**config.mk**
```make
export PLATFORM = sky130hd
export DESIGN_NAME = wft_ctrl
export DESIGN_NICKNAME = d
export VERILOG_FILES = /design/src/rtl/wft_pkg.sv /design/src/rtl/wft_ctrl.sv
export SDC_FILE = /design/constraint.sdc
export NUM_CORES = 1
export LEC_CHECK = 0
export BUFFER_PORTS_ARGS = -buffer_cell sky130_fd_sc_hd__buf_2
export CORE_MARGIN = 2
export CORE_UTILIZATION = 40
export DETAILED_ROUTE_END_ITERATION = 10
export PLACE_DENSITY = 0.71
export SLEW_MARGIN = 20
export SYNTH_ARGS = -nofsm -noshare
export SYNTH_HDL_FRONTEND = slang
export SYNTH_SLANG_ARGS = --single-unit
```
**constraint.sdc**
```tcl
create_clock -name i_clk -period 2.3 [get_ports i_clk]
set_input_delay 0.115 -clock i_clk [delete_from_list [all_inputs] [get_ports i_clk]]
set_output_delay 0.115 -clock i_clk [all_outputs]
set_load 0.02 [all_outputs]
```
**src/rtl/wft_pkg.sv**
```systemverilog
// wft_pkg: shared types and constants of the word frequency table.
// Command and status structs between controller and datapath, result codes.
// No dependencies.
package wft_pkg;

    localparam logic [7:0] CHAR_SPACE = 8'h20;
    localparam logic [7:0] CHAR_COMMA = 8'h2C;
    localparam logic [7:0] CHAR_UP_A  = 8'h41;
    localparam logic [7:0] CHAR_UP_Z  = 8'h5A;

    localparam logic [1:0] RES_COUNTED  = 2'd0;
    localparam logic [1:0] RES_NEW      = 2'd1;
    localparam logic [1:0] RES_FULL     = 2'd2;
    localparam logic [1:0] RES_TOO_LONG = 2'd3;

    typedef struct packed {
        logic       acc;      // input item accepted
        logic       tok_clr;  // drop the word in progress
        logic       e_clr;
        logic       e_inc;
        logic       e_fill;   // point entry at the first free slot
        logic       k_clr;
        logic       k_inc;
        logic       found_wr; // bump the count of the matched entry
        logic       copy_wr;  // copy one token byte into the store
        logic       new_wr;   // finish a new entry
        logic       res_set;
        logic [1:0] res_st;
        logic       out_load;
    } t_cmd;

    typedef struct packed {
        logic closes;    // incoming byte ends a word
        logic ovf;
        logic len_zero;
        logic fill_zero;
        logic full;
        logic e_last;
        logic len_eq;
        logic byte_eq;
        logic k_last;
        logic out_free;
    } t_status;

endpackage

```
**src/rtl/wft_ctrl.sv**
```systemverilog
// wft_ctrl: sequencer of the word frequency table.
// Depends on wft_pkg; drives wft_dp through t_cmd, watches t_status.
module wft_ctrl (
    input  logic             i_clk,
    input  logic             i_rst_n,
    input  logic             i_in_valid,
    input  wft_pkg::t_status i_status,
    output logic             o_in_ready,
    output wft_pkg::t_cmd    o_cmd
);
    import wft_pkg::*;

    typedef enum logic [10:0] {
        S_IDLE      = 11'b00000000001,
        S_CLOSE     = 11'b00000000010,
        S_LEN_WAIT  = 11'b00000000100,
        S_LEN_CHK   = 11'b00000001000,
        S_BYTE_WAIT = 11'b00000010000,
        S_BYTE_CHK  = 11'b00000100000,
        S_FOUND     = 11'b00001000000,
        S_COPY_WAIT = 11'b00010000000,
        S_COPY_WR   = 11'b00100000000,
        S_EMIT      = 11'b01000000000,
        S_SPARE     = 11'b10000000000
    } t_state;

    t_state r_state, n_state;

    always_ff @(posedge i_clk) begin
        if (!i_rst_n) begin
            r_state <= S_IDLE;
        end else begin
            r_state <= n_state;
        end
    end

    assign o_in_ready = (r_state == S_IDLE);

    always_comb begin
        t_cmd c;
        c       = '0;
        n_state = r_state;
        case (r_state)
            S_IDLE: begin
                if (i_in_valid) begin
                    c.acc = 1'b1;
                    if (i_status.closes) n_state = S_CLOSE;
                end
            end
            S_CLOSE: begin
                if (i_status.ovf) begin
                    c.res_set = 1'b1;
                    c.res_st  = RES_TOO_LONG;
                    n_state   = S_EMIT;
                end else if (i_status.len_zero) begin
                    c.tok_clr = 1'b1;
                    n_state   = S_IDLE;
                end else if (i_status.fill_zero) begin
                    c.e_fill = 1'b1;
                    c.k_clr  = 1'b1;
                    n_state  = S_COPY_WAIT;
                end else begin
                    c.e_clr = 1'b1;
                    n_state = S_LEN_WAIT;
                end
            end
            S_LEN_WAIT:  n_state = S_LEN_CHK;
            S_BYTE_WAIT: n_state = S_BYTE_CHK;
            S_COPY_WAIT: n_state = S_COPY_WR;
            S_LEN_CHK, S_BYTE_CHK: begin
                if (r_state == S_LEN_CHK && i_status.len_eq) begin
                    c.k_clr = 1'b1;
                    n_state = S_BYTE_WAIT;
                end else if (r_state == S_BYTE_CHK && i_status.byte_eq) begin
                    if (i_status.k_last) begin
                        n_state = S_FOUND;
                    end else begin
                        c.k_inc = 1'b1;
                        n_state = S_BYTE_WAIT;
                    end
                end else if (!i_status.e_last) begin
                    c.e_inc = 1'b1;
                    n_state = S_LEN_WAIT;
                end else if (i_status.full) begin
                    c.res_set = 1'b1;
                    c.res_st  = RES_FULL;
                    n_state   = S_EMIT;
                end else begin
                    c.e_fill = 1'b1;
                    c.k_clr  = 1'b1;
                    n_state  = S_COPY_WAIT;
                end
            end
            S_FOUND: begin
                c.found_wr = 1'b1;
                c.res_set  = 1'b1;
                c.res_st   = RES_COUNTED;
                n_state    = S_EMIT;
            end
            S_COPY_WR: begin
                c.copy_wr = 1'b1;
                if (i_status.k_last) begin
                    c.new_wr  = 1'b1;
                    c.res_set = 1'b1;
                    c.res_st  = RES_NEW;
                    n_state   = S_EMIT;
                end else begin
                    c.k_inc = 1'b1;
                    n_state = S_COPY_WAIT;
                end
            end
            S_EMIT: begin
                if (i_status.out_free) begin
                    c.out_load = 1'b1;
                    c.tok_clr  = 1'b1;
                    n_state    = S_IDLE;
                end
            end
            default: n_state = S_IDLE;
        endcase
        o_cmd = c;
    end

    assert property (@(posedge i_clk) disable iff (!i_rst_n)
        o_cmd.new_wr |-> !i_status.full)
        else $error("new entry written into a full table");
    assert property (@(posedge i_clk) disable iff (!i_rst_n)
        o_cmd.acc |=> (r_state == S_IDLE || r_state == S_CLOSE))
        else $error("accepted item left controller in a search state");
    assert property (@(posedge i_clk) disable iff (!i_rst_n)
        o_cmd.out_load |-> i_status.out_free)
        else $error("result loaded over a pending one");
endmodule

```
==> impl_metrics.env, run 1 <==
export IMPL_die_width_um=48.67
export IMPL_proportion_of_total_power_due_to_net_switching_pct=26.58
export IMPL_synth_top_cells_by_count="sky130_fd_sc_hd__nor2_1, sky130_fd_sc_hd__dfxtp_1, sky130_fd_sc_hd__nand2_1"
export IMPL_seq_area_frac_synth_pct=25.08
export IMPL_grt_start_max_net_pins=11
export IMPL_yosys_mux_area_fraction_pct=0
export IMPL_wirelength_mm=2.019
export IMPL_detailed_route_via_count=872
export IMPL_critical_path_max_fanout=7
export IMPL_synthArstFlopShare_pct=0
export IMPL_placeableCoreArea_mm2=0.001922
export IMPL_synth_top_family_by_area="simple AND/OR/NAND/NOR gates"
export IMPL_cts_buffers=3
export IMPL_io_buffers=27
export IMPL_finalWeightedCongestion=0.8222
export IMPL_power_internal_uw=298.5
export IMPL_synth_simple_gate_area_share_pct=42.95
export IMPL_clkTransAtPathRegs_ns=0.07
export IMPL_tightest_slew_ns=0.5355
export IMPL_compound_gate_portion_of_the_synthesized_area_pct=23.98
export IMPL_finalNetCount=142
export IMPL_detail_route_wl_per_cell_um=13.03
export IMPL_flow_area_growth_from_synthesis_pct=22.73
export IMPL_synth_xor_area_share_pct=2.194
export IMPL_synth_top_area_share_pct=25.08
export IMPL_finish_cell_count_without_fillers=155
export IMPL_path_class="flop to output port"
export IMPL_num_io_pins=28
export IMPL_track_usage_pct=19.04
export IMPL_cts_sink_count=10
export IMPL_largest_reg_flops=10
export IMPL_initial_core_util_pct=41.54
export IMPL_timing_final_ws_setup_ns=0.2458
export IMPL_synth_seq_cells=10
export IMPL_unrepaired_setup_endpoints_after_global_routing="no"
export IMPL_power_density_cell_area_mw_per_mm2=415.0
export IMPL_die_area_mm2=0.002369
export IMPL_share_comb_of_total_power_pct=16.4
export IMPL_cp_start_kind="flop"
export IMPL_cts_setup_buffers=0
export IMPL_row_count=16
export IMPL_min_to="r_state[6]"
export IMPL_status="finished, final reports clean"
export IMPL_netlist_cell_type_count=40
export IMPL_finalMaxSlewViolations=0
export IMPL_power_leakage_uw=0.0004412
export IMPL_timing_critical_path_required_ns=2.18
export IMPL_grt_remaining_overflow=0
export IMPL_timing_rr_start="r_state[7]"
export IMPL_setup_reg_to_reg_worst_slack_ns=0.56
export IMPL_fillCellCount=199
export IMPL_hp_start="i_status[1]"
export IMPL_synth_edf_count=0
export IMPL_holdBufCountCts=0
export IMPL_clkPwrFrac_pct=39.5
export IMPL_hold_worst_slack_ns=0.1075
export IMPL_r2r_worst_path_cells=5
export IMPL_insertedDiodeCount=0
export IMPL_fp_dieH_um=48.67
export IMPL_post_synth_fa_ha_maj_area_fraction_pct=0
export IMPL_switchingPower_uw=108.1
export IMPL_largest_reg_by_ff_count="r_state"
export IMPL_yosysWarningCount=0
export IMPL_final_period_utilization_pct=89.31
export IMPL_arrival_worst_endpoint_ns=1.94
export IMPL_placed_cells=151
export IMPL_detail_route_iter0_violations=27
export IMPL_worst_hold_path_type="primary input to flop"
export IMPL_synth_flop_cell="sky130_fd_sc_hd__dfxtp_1"
export IMPL_slew_headroom_pct=63.80
export IMPL_final_period_minus_worst_setup_slack_ns=2.054
export IMPL_timing_fmax_mhz=486.8
export IMPL_clock_latency_ns=0.27
export IMPL_r2r_end="r_state[5]"
export IMPL_tns_ns=0
export IMPL_antenna_violation_net_count_after_detailed_routing=0
export IMPL_antenna_violations_before_repair=0
export IMPL_worst_clock_skew_ns=0.004636
export IMPL_synth_largest_area_cell="sky130_fd_sc_hd__dfxtp_1"
export IMPL_postSynthAreaPerCell_um2=7.904
export IMPL_drt_drc_violations_left=0
export IMPL_syn_inst=101
export IMPL_place_detailed_hpwl_mm=1.524
export IMPL_setup_viol_count_final=0
export IMPL_clk_root_buffer_cell="sky130_fd_sc_hd__clkbuf_4"
export IMPL_finalHoldViolCount=0
export IMPL_cts_resized=0
export IMPL_power_sequential_fraction_pct=44.0
export IMPL_synth_top_cells_by_area="sky130_fd_sc_hd__dfxtp_1, sky130_fd_sc_hd__nor2_1, sky130_fd_sc_hd__nor4b_1, sky130_fd_sc_hd__nand2_1, sky130_fd_sc_hd__o21ai_0"
export IMPL_post_drt_via_cell_ratio=5.626
export IMPL_synthesis_area_um2=798.3
export IMPL_layout_top_registers="r_state: 10 flops"
export IMPL_maxCapViolCount=0
export IMPL_clock_tree_htree_level_count=1
export IMPL_hold_path_cell_count=3
export IMPL_synth_most_common_cell="sky130_fd_sc_hd__nor2_1"
export IMPL_syn_nets=114
export IMPL_wire_length_of_the_first_global_routing_pass_mm=3.463
export IMPL_cp_end_kind="output port"
export IMPL_worst_slack_at_placement_ns=0.5673
export IMPL_grt_pass1_vias=765
export IMPL_vdd_ir_drop_worst_mv=0.2612
export IMPL_tritoncts_clock_tree="yes"
export IMPL_detail_route_first_pass_iterations=4
export IMPL_clock_tree_buffer_depth=2
export IMPL_power_total_uw=406.5
export IMPL_post_route_cells_drive_above_1_share_pct=32.81
==> layer usage <==
layer | vias up | track usage, % | share of wire (%)
met4 | 0 | 10.48 | 3.1
met2 | 47 | 31.74 | 47
met5 | - | 0 | 0
met1 | 382 | 22.12 | 43
li1 | 433 | - | -
met3 | 10 | 4.938 | 6.8
==> worst max-delay path: stages, from the launching register on <==
cell and delay, ns:
sky130_fd_sc_hd__dfxtp_1 0.38, sky130_fd_sc_hd__nor4_2 0.49, sky130_fd_sc_hd__nand2_1 0.17, sky130_fd_sc_hd__nor2_1 0.30, sky130_fd_sc_hd__and2_1 0.17, sky130_fd_sc_hd__buf_2 0.15
==> kinds of logic (layout without fill, tap and decap cells) <==
| kind of cell | after synthesis | after routing |
|---|---|---|
| flops | 10 | 10 |
| xor+xnor | 2 | 2 |
| buf+inv | 9 | 36 |
| compound gates | 23 | 23 |
| simple gates | 57 | 57 |
==> placed cells by master (no fill, tap or decap), drive strengths merged, types with 2 or more instances in the layout <==
cell type	instances
buf	28
nor2	15
dfxtp	10
nand2	8
o21ai	7
nor4b	4
inv	4
nor3	4
nor4	4
clkbuf	4
nand4	3
and2	3
nand3	3
nand2b	3
o21a	3
o211ai	3
nor2b	2
nand3b	2
or4bb	2
xor2	2
a2111oi	2
==> how the worst max path moves through the flow <==
stage / from / to / slack [ns] / cells after the start
2_1_floorplan: r_state[2] / o_cmd[13] / 0.51 / 5
3_3_place_gp: r_state[4] / o_cmd[8] / 0.61 / 6
3_5_place_dp: r_state[7] / o_cmd[8] / 0.57 / 6
4_1_cts: r_state[7] / o_cmd[8] / 0.25 / 6
5_1_grt: r_state[3] / o_cmd[13] / 0.10 / 5
6_report: r_state[7] / o_cmd[13] / 0.25 / 5
==> area by class of cell <==
| type | instances | area [µm²] | share of cell area [%] |
|---|---|---|---|
| flip-flops and latches | 10 | 200.2 | 20.43 |
| clock buffers | 4 | 36.28 | 3.704 |
| repair buffers | 28 | 142.6 | 14.56 |
| well taps | 27 | 33.78 | 3.448 |
| multi-input cells | 82 | 551.8 | 56.32 |
| inverters | 4 | 15.01 | 1.533 |
==> power by group through the flow <==
stage	registers [µW]	clock network [µW]	logic, µW
after detailed placement	183	0	66.7
after floorplan	182	0	37.7
final	179	161	66.9
after CTS	179	165	67.1
after global routing	179	183	74.3
after global placement	183	0	65.8
==> through the flow <==
step	utilization (%)	cell area, µm²
after detailed placement	49.09	943.4
after floorplan	-	798.3
after global routing	50.98	979.7
after CTS	50.98	979.7
after global placement	49.09	943.4
final	50.98	979.7
(Power assumes the default switching activity.)
==> run 2: changes to the inputs <==
--- a/config.mk
+++ b/config.mk
@@ -6,7 +6,7 @@
 export NUM_CORES = 1
 export LEC_CHECK = 0
 export BUFFER_PORTS_ARGS = -buffer_cell sky130_fd_sc_hd__buf_2
-export CORE_MARGIN = 2
+export CORE_MARGIN = 10
 export CORE_UTILIZATION = 40
 export DETAILED_ROUTE_END_ITERATION = 10
 export PLACE_DENSITY = 0.71
==> run 2 against run 1 <==
Compared with the run above:
- die area is 77% higher
- maximum frequency is 0.73% higher
- non-clock buffer count stayed put
- clock-buffer cell count stayed put
- combinational power is 0.6% lower
- largest cell class unchanged
==> impl_metrics.env, run 2 (same netlist as run 1, synthesis figures left out) <==
export IMPL_status="finished, final reports clean"
export IMPL_layout_top_registers="r_state: 10 flops"
export IMPL_detail_route_wl_per_cell_um=14.06
export IMPL_hold_worst_slack_ns=0.1003
export IMPL_tritoncts_clock_tree="yes"
export IMPL_placeableCoreArea_mm2=0.001922
export IMPL_worst_slack_at_placement_ns=0.5598
export IMPL_finalMaxSlewViolations=0
export IMPL_slowest_stage="sky130_fd_sc_hd__or4_4"
export IMPL_maxCapViolCount=0
export IMPL_wirelength_mm=2.179
export IMPL_post_route_cells_drive_above_1_share_pct=32.81
export IMPL_cp_end_kind="output port"
export IMPL_mostFrequentLayoutCells="sky130_fd_sc_hd__buf_2, sky130_fd_sc_hd__nor2_1, sky130_fd_sc_hd__dfxtp_1, sky130_fd_sc_hd__nand2_1, sky130_fd_sc_hd__o21ai_0"
export IMPL_cts_buffers=3
export IMPL_final_period_utilization_pct=88.67
export IMPL_finalNetCount=142
export IMPL_tightest_slew_ns=0.5163
export IMPL_cts_sink_count=10
export IMPL_unrepaired_setup_endpoints_after_global_routing="no"
export IMPL_post_route_util_pct=50.98
export IMPL_drt_drc_violations_left=0
export IMPL_post_drt_via_cell_ratio=5.490
export IMPL_largest_reg_by_ff_count="r_state"
export IMPL_num_io_pins=28
export IMPL_io_buffers=27
export IMPL_most_frequent_standard_cell_in_the_layout_excluding_fill_and_tap_cells="sky130_fd_sc_hd__buf_2"
export IMPL_antenna_violation_net_count_after_detailed_routing=0
export IMPL_timing_critical_path_required_ns=2.18
export IMPL_slew_headroom_pct=65.10
export IMPL_vdd_ir_drop_worst_mv=0.3034
export IMPL_timing_fmax_mhz=490.4
export IMPL_antenna_violations_before_repair=0
export IMPL_arrival_worst_endpoint_ns=1.92
export IMPL_worstPathCellList="or4_4 > nor2_2 > and4_1 > o21ai_0 > nand3_1 > buf_2"
export IMPL_holdBufCountCts=0
export IMPL_fillCellCount=198
export IMPL_critical_path_max_fanout=7
export IMPL_worst_clock_skew_ns=0.006654
export IMPL_clock_tree_htree_level_count=1
export IMPL_cp_start_kind="flop"
export IMPL_path_class="flop to output port"
export IMPL_row_count=16
export IMPL_detailed_route_via_count=851
export IMPL_area_taken_by_multi_input_logic_gates_um2=551.8
export IMPL_die_width_um=64.67
export IMPL_critical_path_max_stage_delay_ns=0.58
export IMPL_detail_route_first_pass_iterations=4
export IMPL_power_leakage_uw=0.0004412
export IMPL_die_area_mm2=0.004182
export IMPL_cts_setup_buffers=0
export IMPL_fp_dieH_um=64.67
export IMPL_clkTransAtPathRegs_ns=0.07
export IMPL_place_detailed_hpwl_mm=1.710
export IMPL_power_density_cell_area_mw_per_mm2=420.3
export IMPL_storage_cell_area_um2=200.2
export IMPL_detail_route_iter0_violations=30
export IMPL_clock_tree_buffer_depth=2
export IMPL_grt_remaining_overflow=0
export IMPL_tns_ns=0
export IMPL_clock_latency_ns=0.27
export IMPL_setup_viol_count_final=0
export IMPL_finalHoldViolCount=0
export IMPL_flow_area_growth_from_synthesis_pct=22.73
export IMPL_worst_hold_path_type="primary input to flop"
export IMPL_finalWeightedCongestion=0.8395
export IMPL_cts_resized=0
export IMPL_wire_length_of_the_first_global_routing_pass_mm=3.622
export IMPL_grt_pass1_vias=826
export IMPL_clk_root_buffer_cell="sky130_fd_sc_hd__clkbuf_4"
export IMPL_timing_final_ws_setup_ns=0.2607
export IMPL_track_usage_pct=10.44
export IMPL_insertedDiodeCount=0
export IMPL_final_period_minus_worst_setup_slack_ns=2.039
export IMPL_largest_reg_flops=10
export IMPL_initial_core_util_pct=41.54
export IMPL_grt_start_max_net_pins=11
==> run 2: cell type report <==
cell class / count / share of cell area, %
multi-input cells: 82 / 56.32
repair buffers: 28 / 14.56
well taps: 27 / 3.448
flip-flops and latches: 10 / 20.43
inverters: 4 / 1.533
clock buffers: 4 / 3.704
==> run 2: critical path: cells and delay by family (launching register included) <==
kind	cells	cell delay [ns]
DFF	1	0.37
and+or+nand+nor	4	1.04
buffers and inverters	1	0.16
AOI/OAI and AO/OA	1	0.09
==> run 2: routing by layer <==
layer	global-route usage, %	share of wire (%)
met3	3.436	6.9
met4	5.882	2.4
met5	0	0
met1	12.67	44
met2	15.76	46
==> run 2: path summary, 6_finish.rpt <==
check	startpoint	to	slack (ns)	cells after the start
max	r_state[7]	o_cmd[8]	0.26	6
min	i_status[1]	r_state[6]	0.10	3
max reg2reg	r_state[7]	r_state[5]	0.56	5
min reg2reg	r_state[0]	r_state[1]	0.53	2
==> run 2: power breakdown <==
part           internal [µW]  switching, µW
sequential               176           3.09
combinational           26.6           39.9
clock                   96.2           70.2
==> run 2: metrics by stage <==
step | cells | area [µm²] | total power (µW)
after detailed placement | 151 | 943.4 | 249.8
after CTS | 155 | 979.7 | 416.6
after floorplan | 101 | 798.3 | 219.9
after global placement | 151 | 943.4 | 249.3
after global routing | 155 | 979.7 | 429.8
final | 155 | 979.7 | 411.8
==> run 3: changes to the inputs <==
--- a/config.mk
+++ b/config.mk
@@ -6,10 +6,11 @@
 export NUM_CORES = 1
 export LEC_CHECK = 0
 export BUFFER_PORTS_ARGS = -buffer_cell sky130_fd_sc_hd__buf_2
+export CORE_ASPECT_RATIO = 0.6
 export CORE_MARGIN = 10
-export CORE_UTILIZATION = 40
+export CORE_UTILIZATION = 35
 export DETAILED_ROUTE_END_ITERATION = 10
-export PLACE_DENSITY = 0.71
+export PLACE_DENSITY = 0.64
 export SLEW_MARGIN = 20
 export SYNTH_ARGS = -nofsm -noshare
 export SYNTH_HDL_FRONTEND = slang
==> run 3 against run 2 <==
Compared with the run above:
- first-iteration DRC count is 63% higher
- highest routed layer unchanged
- critical endpoint unchanged
- total power is 15% higher
- maximum frequency is 1.2% higher
- design area is 2.3% higher
- sequential share of layout area is 0.46 points lower
==> impl_metrics.env, run 3 (same netlist as run 1, synthesis figures left out) <==
export IMPL_status="finished, final reports clean"
export IMPL_tightest_slew_ns=0.5215
export IMPL_most_frequent_standard_cell_in_the_layout_excluding_fill_and_tap_cells="sky130_fd_sc_hd__buf_2"
export IMPL_timing_fmax_mhz=496.4
export IMPL_detail_route_wirelength_met1_mm=1.138
export IMPL_met3RoutedLength_um=270
export IMPL_power_density_cell_area_mw_per_mm2=471.8
export IMPL_mostFrequentLayoutCells="sky130_fd_sc_hd__buf_2, sky130_fd_sc_hd__nor2_1, sky130_fd_sc_hd__dfxtp_1, sky130_fd_sc_hd__nand2_1, sky130_fd_sc_hd__o21ai_0"
export IMPL_dr_wl_met2_um=858
export IMPL_timing_critical_path_required_ns=2.18
export IMPL_grt_pass1_vias=881
export IMPL_unrepaired_setup_endpoints_after_global_routing="no"
export IMPL_largest_reg_flops=10
export IMPL_finalHoldViolCount=0
export IMPL_path_class="flop to output port"
export IMPL_initial_core_util_pct=36.90
export IMPL_post_route_util_pct=46.33
export IMPL_largest_reg_by_ff_count="r_state"
export IMPL_hold_worst_slack_ns=0.1441
export IMPL_clock_latency_ns=0.24
export IMPL_detail_route_iter0_violations=49
export IMPL_io_buffers=27
export IMPL_grt_remaining_overflow=0
export IMPL_track_usage_pct=10.47
export IMPL_vdd_ir_drop_worst_mv=0.3174
export IMPL_die_width_um=81.66
export IMPL_place_detailed_hpwl_mm=1.848
export IMPL_placeableCoreArea_mm2=0.002163
export IMPL_clkTransAtPathRegs_ns=0.05
export IMPL_fillCellCount=220
export IMPL_worstPathCellList="or4_4 > nor2_2 > and4_1 > o21ai_0 > nand3_1 > buf_2"
export IMPL_cts_resized=0
export IMPL_antenna_violations_before_repair=0
export IMPL_setup_viol_count_final=0
export IMPL_detailed_route_via_count=857
export IMPL_post_drt_via_cell_ratio=5.424
export IMPL_grt_start_max_net_pins=11
export IMPL_cp_end_kind="output port"
export IMPL_detail_route_first_pass_iterations=4
export IMPL_finalWeightedCongestion=0.8580
export IMPL_timing_final_ws_setup_ns=0.2854
export IMPL_arrival_worst_endpoint_ns=1.90
export IMPL_critical_path_top_delay_family="simple AND/OR/NAND/NOR gates"
export IMPL_worst_clock_skew_ns=0.002756
export IMPL_dpl_instance_area_um2=947.2
export IMPL_final_standard_cell_area_without_fillers_mm2=0.001002
export IMPL_drt_drc_violations_left=0
export IMPL_cts_sink_count=10
export IMPL_critical_path_max_fanout=7
export IMPL_path_buf_inv=1
export IMPL_fp_dieH_um=56.99
export IMPL_detail_route_wl_per_cell_um=14.54
export IMPL_num_io_pins=28
export IMPL_post_route_cells_drive_above_1_share_pct=32.81
export IMPL_highest_signal_layer="met4"
export IMPL_slew_headroom_pct=64.74
export IMPL_clock_tree_htree_level_count=1
export IMPL_tritoncts_clock_tree="yes"
export IMPL_tns_ns=0
export IMPL_finalMaxSlewViolations=0
export IMPL_worst_hold_path_type="primary input to flop"
export IMPL_slowest_stage="sky130_fd_sc_hd__or4_4"
export IMPL_row_count=13
export IMPL_wire_length_of_the_first_global_routing_pass_mm=3.933
export IMPL_layout_top_registers="r_state: 10 flops"
export IMPL_flow_area_growth_from_synthesis_pct=25.55
export IMPL_clock_tree_buffer_depth=2
export IMPL_final_period_utilization_pct=87.59
export IMPL_insertedDiodeCount=0
export IMPL_die_area_mm2=0.004654
export IMPL_setup_reg_to_reg_worst_slack_ns=0.57
export IMPL_cp_start_kind="flop"
export IMPL_maxCapViolCount=0
export IMPL_cts_buffers=3
export IMPL_wirelength_mm=2.298
export IMPL_cts_setup_buffers=0
export IMPL_final_period_minus_worst_setup_slack_ns=2.015
export IMPL_holdBufCountCts=0
export IMPL_antenna_violation_net_count_after_detailed_routing=0
export IMPL_critical_path_max_stage_delay_ns=0.59
export IMPL_worst_slack_at_placement_ns=0.5741
export IMPL_finalNetCount=142
export IMPL_clk_root_buffer_cell="sky130_fd_sc_hd__clkbuf_8"
export IMPL_power_leakage_uw=0.0004489
run 3: layer usage:
metal	up-vias	global-route usage, %
li1	435	-
met1	382	13.57
met2	34	13.69
met3	6	6.563
met4	0	3.382
met5	-	0
run 3: cell type report:
class                   instances  area, µm²  area share (%)
flip-flops and latches         10      200.2           19.98
multi-input cells              82      551.8           55.06
inverters                       4      15.01           1.498
clock buffers                   4      55.05           5.493
repair buffers                 28      142.6           14.23
well taps                      30      37.54           3.745
run 3: power breakdown:
part | leakage, µW | internal (µW) | switching (µW) | total [µW]
combinational | 0.000339 | 26.7 | 41.4 | 68.1
sequential | 0.0000809 | 176 | 3.23 | 180
clock | 0.0000288 | 151 | 74.3 | 225
run 3: through the flow:
step                      power [µW]  instances
after floorplan                219.9        101
after global placement         250.2        154
after detailed placement       251.0        154
after CTS                      480.3        158
after global routing           499.2        158
final                          472.9        158
run 3: final timing paths:
| check | startpoint | end | cells past startpoint |
|---|---|---|---|
| hold reg to reg | r_state[0] | r_state[1] | 2 |
| hold / removal | i_status[1] | r_state[6] | 3 |
| setup / recovery | r_state[7] | o_cmd[8] | 6 |
| setup reg to reg | r_state[7] | r_state[5] | 5 |
run 3: worst min-delay path: stages:
cell                      delay [ns]
sky130_fd_sc_hd__buf_2          0.13
sky130_fd_sc_hd__nand2_1        0.06
sky130_fd_sc_hd__nor2_1         0.03
